$ cat src/rtl/generation_tagged_vertex_cache_macros.svh
// Assertion helpers for the vertex cache
`ifndef GENERATION_TAGGED_VERTEX_CACHE_MACROS_SVH
`define GENERATION_TAGGED_VERTEX_CACHE_MACROS_SVH
// Assert that a condition implies a consequence in the same cycle
`define GTVC_ASSERT_IMPL(lbl, clk, rst_n, cond, cons) \
    lbl: assert property (@(posedge clk) disable iff (!rst_n) (cond) |-> (cons)) \
        else $error("assertion failed");
// Assert that a condition implies a consequence in the next cycle
`define GTVC_ASSERT_NEXT(lbl, clk, rst_n, cond, cons) \
    lbl: assert property (@(posedge clk) disable iff (!rst_n) (cond) |=> (cons)) \
        else $error("assertion failed");
`endif

$ cat src/rtl/gtvc_pkg.sv
package gtvc_pkg;
    localparam int COORD_BITS_DEF = 8;
    localparam logic [30:0] GEN_MAX = 31'h7FFF_FFFF;

    typedef enum logic [1:0] {
        OP_WRITE = 2'd0,
        OP_READ  = 2'd1,
        OP_FAIL  = 2'd2,
        OP_FAIL2 = 2'd3
    } t_op;

    typedef enum logic [1:0] {
        SES_IDLE    = 2'd0,
        SES_WRITING = 2'd1,
        SES_READING = 2'd2,
        SES_FAILED  = 2'd3
    } t_mode;

    typedef enum logic [3:0] {
        ST_HIT     = 4'd0,
        ST_EMPTY   = 4'd1,
        ST_STALE   = 4'd2,
        ST_AMBIG   = 4'd3,
        ST_RANGE   = 4'd4,
        ST_FAILED  = 4'd5,
        ST_WRITTEN = 4'd6,
        ST_SAME    = 4'd7,
        ST_MARKED  = 4'd8
    } t_status;

    typedef enum logic [2:0] {
        S_CLEAR,
        S_IDLE,
        S_LOOK,
        S_OUT
    } t_state;

    // controller to datapath
    typedef struct packed {
        logic clear_we;
        logic take;
        logic look;
    } t_cmd;

    // datapath to controller
    typedef struct packed {
        logic clear_last;
    } t_stat;

    // IEEE single inequality: NaN differs from everything, +0 equals -0
    function automatic logic f_differ(input logic [31:0] a, input logic [31:0] b);
        logic a_nan;
        logic b_nan;
        a_nan = (a[30:23] == 8'hFF) && (a[22:0] != 23'd0);
        b_nan = (b[30:23] == 8'hFF) && (b[22:0] != 23'd0);
        if (a_nan || b_nan) begin
            return 1'b1;
        end
        if ((a[30:0] == 31'd0) && (b[30:0] == 31'd0)) begin
            return 1'b0;
        end
        return a != b;
    endfunction
endpackage

$ cat src/rtl/gtvc_ctrl.sv
module gtvc_ctrl (
    input  logic          i_clk,
    input  logic          i_rst_n,
    input  logic          i_in_valid,
    input  logic          i_out_ready,
    input  gtvc_pkg::t_stat i_stat,
    output gtvc_pkg::t_cmd  o_cmd,
    output logic          o_in_ready,
    output logic          o_out_valid
);
    import gtvc_pkg::*;

    t_state r_state;
    t_state n_state;

    // advance state
    always_ff @(posedge i_clk) begin
        if (!i_rst_n) begin
            r_state <= S_CLEAR;
        end else begin
            r_state <= n_state;
        end
    end

    // next state
    always_comb begin
        n_state = r_state;
        unique case (r_state)
            S_CLEAR: if (i_stat.clear_last) n_state = S_IDLE;
            S_IDLE:  if (i_in_valid) n_state = S_LOOK;
            S_LOOK:  n_state = S_OUT;
            S_OUT:   if (i_out_ready) n_state = i_in_valid ? S_LOOK : S_IDLE;
            default: n_state = S_CLEAR;
        endcase
    end

    // outputs
    always_comb begin
        o_cmd = '0;
        o_in_ready = 1'b0;
        o_out_valid = 1'b0;
        unique case (r_state)
            S_CLEAR: o_cmd.clear_we = 1'b1;
            S_IDLE: begin
                o_in_ready = 1'b1;
                o_cmd.take = i_in_valid;
            end
            S_LOOK: o_cmd.look = 1'b1;
            S_OUT: begin
                o_out_valid = 1'b1;
                o_in_ready = i_out_ready;
                o_cmd.take = i_out_ready && i_in_valid;
            end
            default: ;
        endcase
    end
endmodule

$ cat config.mk
export PLATFORM = sky130hd
export DESIGN_NAME = gtvc_ctrl
export DESIGN_NICKNAME = d
export VERILOG_FILES = /design/src/rtl/generation_tagged_vertex_cache_macros.svh /design/src/rtl/gtvc_pkg.sv /design/src/rtl/gtvc_ctrl.sv
export SDC_FILE = /design/constraint.sdc
export NUM_CORES = 1
export LEC_CHECK = 0
export BUFFER_PORTS_ARGS = -buffer_cell sky130_fd_sc_hd__buf_4
export CORE_AREA = 4 4 41 43
export DETAILED_ROUTE_END_ITERATION = 10
export DIE_AREA = 0 0 45 47
export SLEW_MARGIN = 20
export SYNTH_ARGS = -nofsm -noshare
export SYNTH_HDL_FRONTEND = slang
export SYNTH_SLANG_ARGS = --single-unit
$ cat constraint.sdc
create_clock -name i_clk -period 1.6 [get_ports i_clk]
set_clock_uncertainty 0.05 [all_clocks]
set_input_delay 0.08 -clock i_clk [delete_from_list [all_inputs] [get_ports i_clk]]
set_output_delay 0.08 -clock i_clk [all_outputs]
set_load 0.01 [all_outputs]
==> flow_metrics.py <==
metrics = {
    "critical_path": {
        "cp_data_arrival_time_ns": 1.05,
        "critical-path-slowest-cell": "sky130_fd_sc_hd__dfxtp_1",
        "worstReg2RegStart": "r_state[0]$_SDFFE_PN0P_",
        "timing.critical_path.required_ns": 1.47,
        "startpoint_type": "register",
        "timing.setup.critical_path_class": "reg2out",
        "crit_path_end_kind": "primary output",
        "path_buf_inv": 1,
        "r2r_slack_ns": 0.76,
        "critical-path-max-stage-delay_ns": 0.38,
        "r2r-end": "r_state[1]$_SDFFE_PN0P_",
        "reg2regPathDepth": 2,
        "critical-path-top-delay-family": "flip-flops",
        "cp_max_fo": 6,
        "worst_path_cell_chain": "nand2b_1 > and2_2 > buf_4",
    },
    "detailed_routing": {
        "dr.pass1.iters": 3,
        "totalWireLength_um": 320,
        "postRouteAntennaNets": 0,
        "post-route-drc-count": 0,
        "drt-initial-drc-count": 2,
        "num_vias": 132,
        "route.detailed.wl_per_inst_um": 7.80,
        "vias_per_cell": 3.22,
    },
    "cells_and_area": {
        "max_flop_register": "r_state",
        "reg_top3": "r_state x2",
        "layout-area-overhead-vs-synth_pct": 86.1,
        "layout-drive-gt1-share_pct": 69.2,
        "mostFrequentLayoutCell": "sky130_fd_sc_hd__buf_4",
        "layout_common_cells": "sky130_fd_sc_hd__buf_4, sky130_fd_sc_hd__and2_2, sky130_fd_sc_hd__clkbuf_4",
        "antenna-diode-count": 0,
        "layout.nets": 33,
        "largest_register_ff_count": 2,
        "layout.cell_area.non_filler_sq_um": 235,
        "fillCellCount": 152,
    },
    "synth": {
        "unique_masters_post_synth": 11,
        "share_of_synthesized_area_occupied_by_flip_flops_and_latches_pct": 31.7,
        "post_synth.cell_area_avg_sq_um": 9.03,
        "synthesis.nets": 19,
        "synth_top_family_by_area": "simple AND/OR/NAND/NOR gates",
        "synth.yosys.warnings": 0,
        "ys_seq_elements": 2,
        "synth_simple_gate_area_share_pct": 43.6,
        "post_synth_fa_ha_maj_area_fraction_pct": 0,
        "synth.mux.area_fraction_pct": 0,
        "syn-cell-area_sq_um": 126,
        "synth-xor-area-share_pct": 0,
        "synth_compound_gate_area_share_pct": 21.8,
        "synth_cells": 14,
    },
    "timing": {
        "final_hold_viol_count": 0,
        "final.period_utilization_pct": 73.5,
        "fin_tns_setup_ns": 0,
        "unrepaired_setup_endpoints_after_global_routing": "no",
        "worstMarginPinSlew_ns": 0.198,
        "drv_slew": 0,
        "timing.max_slew.rel_slack_pct": 86.7,
        "finalCriticalPeriod_ns": 1.18,
        "setup-violations-final": 0,
        "maxClockFrequency_mhz": 850,
    },
    "worst_hold_path": {
        "min-delay-path-class": "in2reg",
        "worstHoldPathCells": 2,
        "min-delay-start": "i_rst_n",
        "hold_end": "r_state[1]$_SDFFE_PN0P_",
    },
    "power_and_ir_drop": {
        "internal_power_mw": 0.167,
        "power_leakage_nw": 0.112,
        "pwr-share-clk_pct": 50.5,
        "ir_worst_vdd_mv": 0.173,
        "share_comb_of_total_power_pct": 21.8,
        "power.density_nw_per_um2": 919,
        "sw_frac_of_total_pct": 22.7,
        "pwr-share-seq_pct": 27.7,
        "net-switching-power_mw": 0.0491,
    },
    "cts": {
        "clk_path_buf_depth": 2,
        "htree_num_levels": 1,
        "post_cts_buffers": 0,
        "clkTransAtPathRegs_ns": 0.03,
        "clock-root-buffer": "sky130_fd_sc_hd__clkbuf_4",
        "worst_skew_pair.late_latency_ns": 0.22,
        "cts_repair_resize_count": 0,
        "cts_tree": "done",
        "cts_inserted_buffers": 3,
        "clock_sink_count": 2,
        "cts_hold_repair.buffers": 0,
    },
    "grt": {
        "grt_first_pass_wirelength_um": 531,
        "grt_overflow_total": 0,
        "grt_pass1_vias": 143,
        "groute.usage.overall_pct": 4.10,
        "grt_antenna_before_repair": 0,
        "largest_net_degree_at_the_start_of_global_routing": 8,
    },
    "die": {
        "die_width_um": 45,
        "design.portCount": 10,
        "floorplan.die_area_sq_um": 2120,
        "num_rows": 13,
        "placeableCoreArea_sq_um": 1300,
        "floorplan.initialDensity_pct": 9.71,
        "floorplan.die.height_um": 47,
    },
    "placed_design": {
        "dpl_cell_area_sq_um": 213,
        "gp_routability_congestion": 0.654,
        "placement.io_buffers": 9,
    },
    "outcome": {
        "status": "finished clean",
    },
    "flow_run": {
        "number_of_max_capacitance_violations_reported": 0,
    },
}
-- synthesized netlist by cell type --
cell / count / area share, %
sky130_fd_sc_hd__a211oi_2: 1 / 9.9
sky130_fd_sc_hd__a21boi_0: 1 / 5.9
sky130_fd_sc_hd__and2_2: 3 / 18
sky130_fd_sc_hd__and2_4: 1 / 6.9
sky130_fd_sc_hd__and2b_2: 1 / 6.9
sky130_fd_sc_hd__dfxtp_1: 2 / 32
sky130_fd_sc_hd__inv_1: 1 / 3.0
sky130_fd_sc_hd__nand2b_1: 1 / 5.0
sky130_fd_sc_hd__nor2_1: 1 / 3.0
sky130_fd_sc_hd__nor3_1: 1 / 4.0
sky130_fd_sc_hd__o21a_1: 1 / 5.9
-- cells by family after synthesis --
kind of cell,count (synthesis)
AOI/OAI and AO/OA,3
buffers and inverters,1
DFF,2
and+or+nand+nor,8
-- power groups by stage --
stage / clock (mW) / sequential, mW / combinational (mW)
final: 0.109 / 0.0600 / 0.0471
after global routing: 0.121 / 0.0611 / 0.0522
after CTS: 0.118 / 0.0599 / 0.0480
after detailed placement: 0 / 0.0606 / 0.0480
after global placement: 0 / 0.0609 / 0.0477
after floorplan: 0 / 0.0594 / 0.0242
-- layer usage --
| layer | vias up | GRT usage, % | part of all wire [%] |
|---|---|---|---|
| met3 | 0 | 3.45 | 17 |
| met2 | 6 | 5.08 | 43 |
| met4 | 0 | 5.26 | 0 |
| met1 | 54 | 3.62 | 40 |
| met5 | - | 0 | 0 |
| li1 | 72 | - | - |
-- final cells by class --
class	instances	area, sq um	share of cell area (%)
multi-input cells	11	82.6	35.1
repair buffers	9	67.6	28.7
flip-flops and latches	2	40.0	17.0
clock buffers	3	22.5	9.57
well taps	15	18.8	7.98
inverters	1	3.75	1.60
-- through the flow --
stage               hold WS, ns  util [%]  power [mW]  setup slack [ns]  cells
floorplan                 0.148         -      0.0835             0.787     14
global placement          0.252      16.3       0.109             0.646     38
detailed placement        0.252      16.3       0.109             0.654     38
CTS                      0.0159      18.1       0.226             0.412     41
global route             0.0263      18.1       0.235             0.345     41
finish                   0.0236      18.1       0.216             0.424     41
-- how the worst max path moves through the flow --
stage | slack [ns] | endpoint | start | cells after the start
after floorplan | 0.79 | o_cmd[1] | r_state[0]$_SDFFE_PN0P_ | 2
after global placement | 0.65 | o_in_ready | r_state[1]$_SDFFE_PN0P_ | 3
after detailed placement | 0.65 | o_in_ready | r_state[1]$_SDFFE_PN0P_ | 3
after CTS | 0.41 | o_in_ready | r_state[1]$_SDFFE_PN0P_ | 3
after global routing | 0.34 | o_in_ready | r_state[1]$_SDFFE_PN0P_ | 3
final | 0.42 | o_in_ready | r_state[1]$_SDFFE_PN0P_ | 3
-- worst register-to-register path: cells and delay by family, from the launching register on --
| family | cells | cell delay, ns |
|---|---|---|
| flip-flops | 1 | 0.39 |
| AO/OA/AOI/OAI | 2 | 0.28 |
Power figures use the tool's default switching activity.
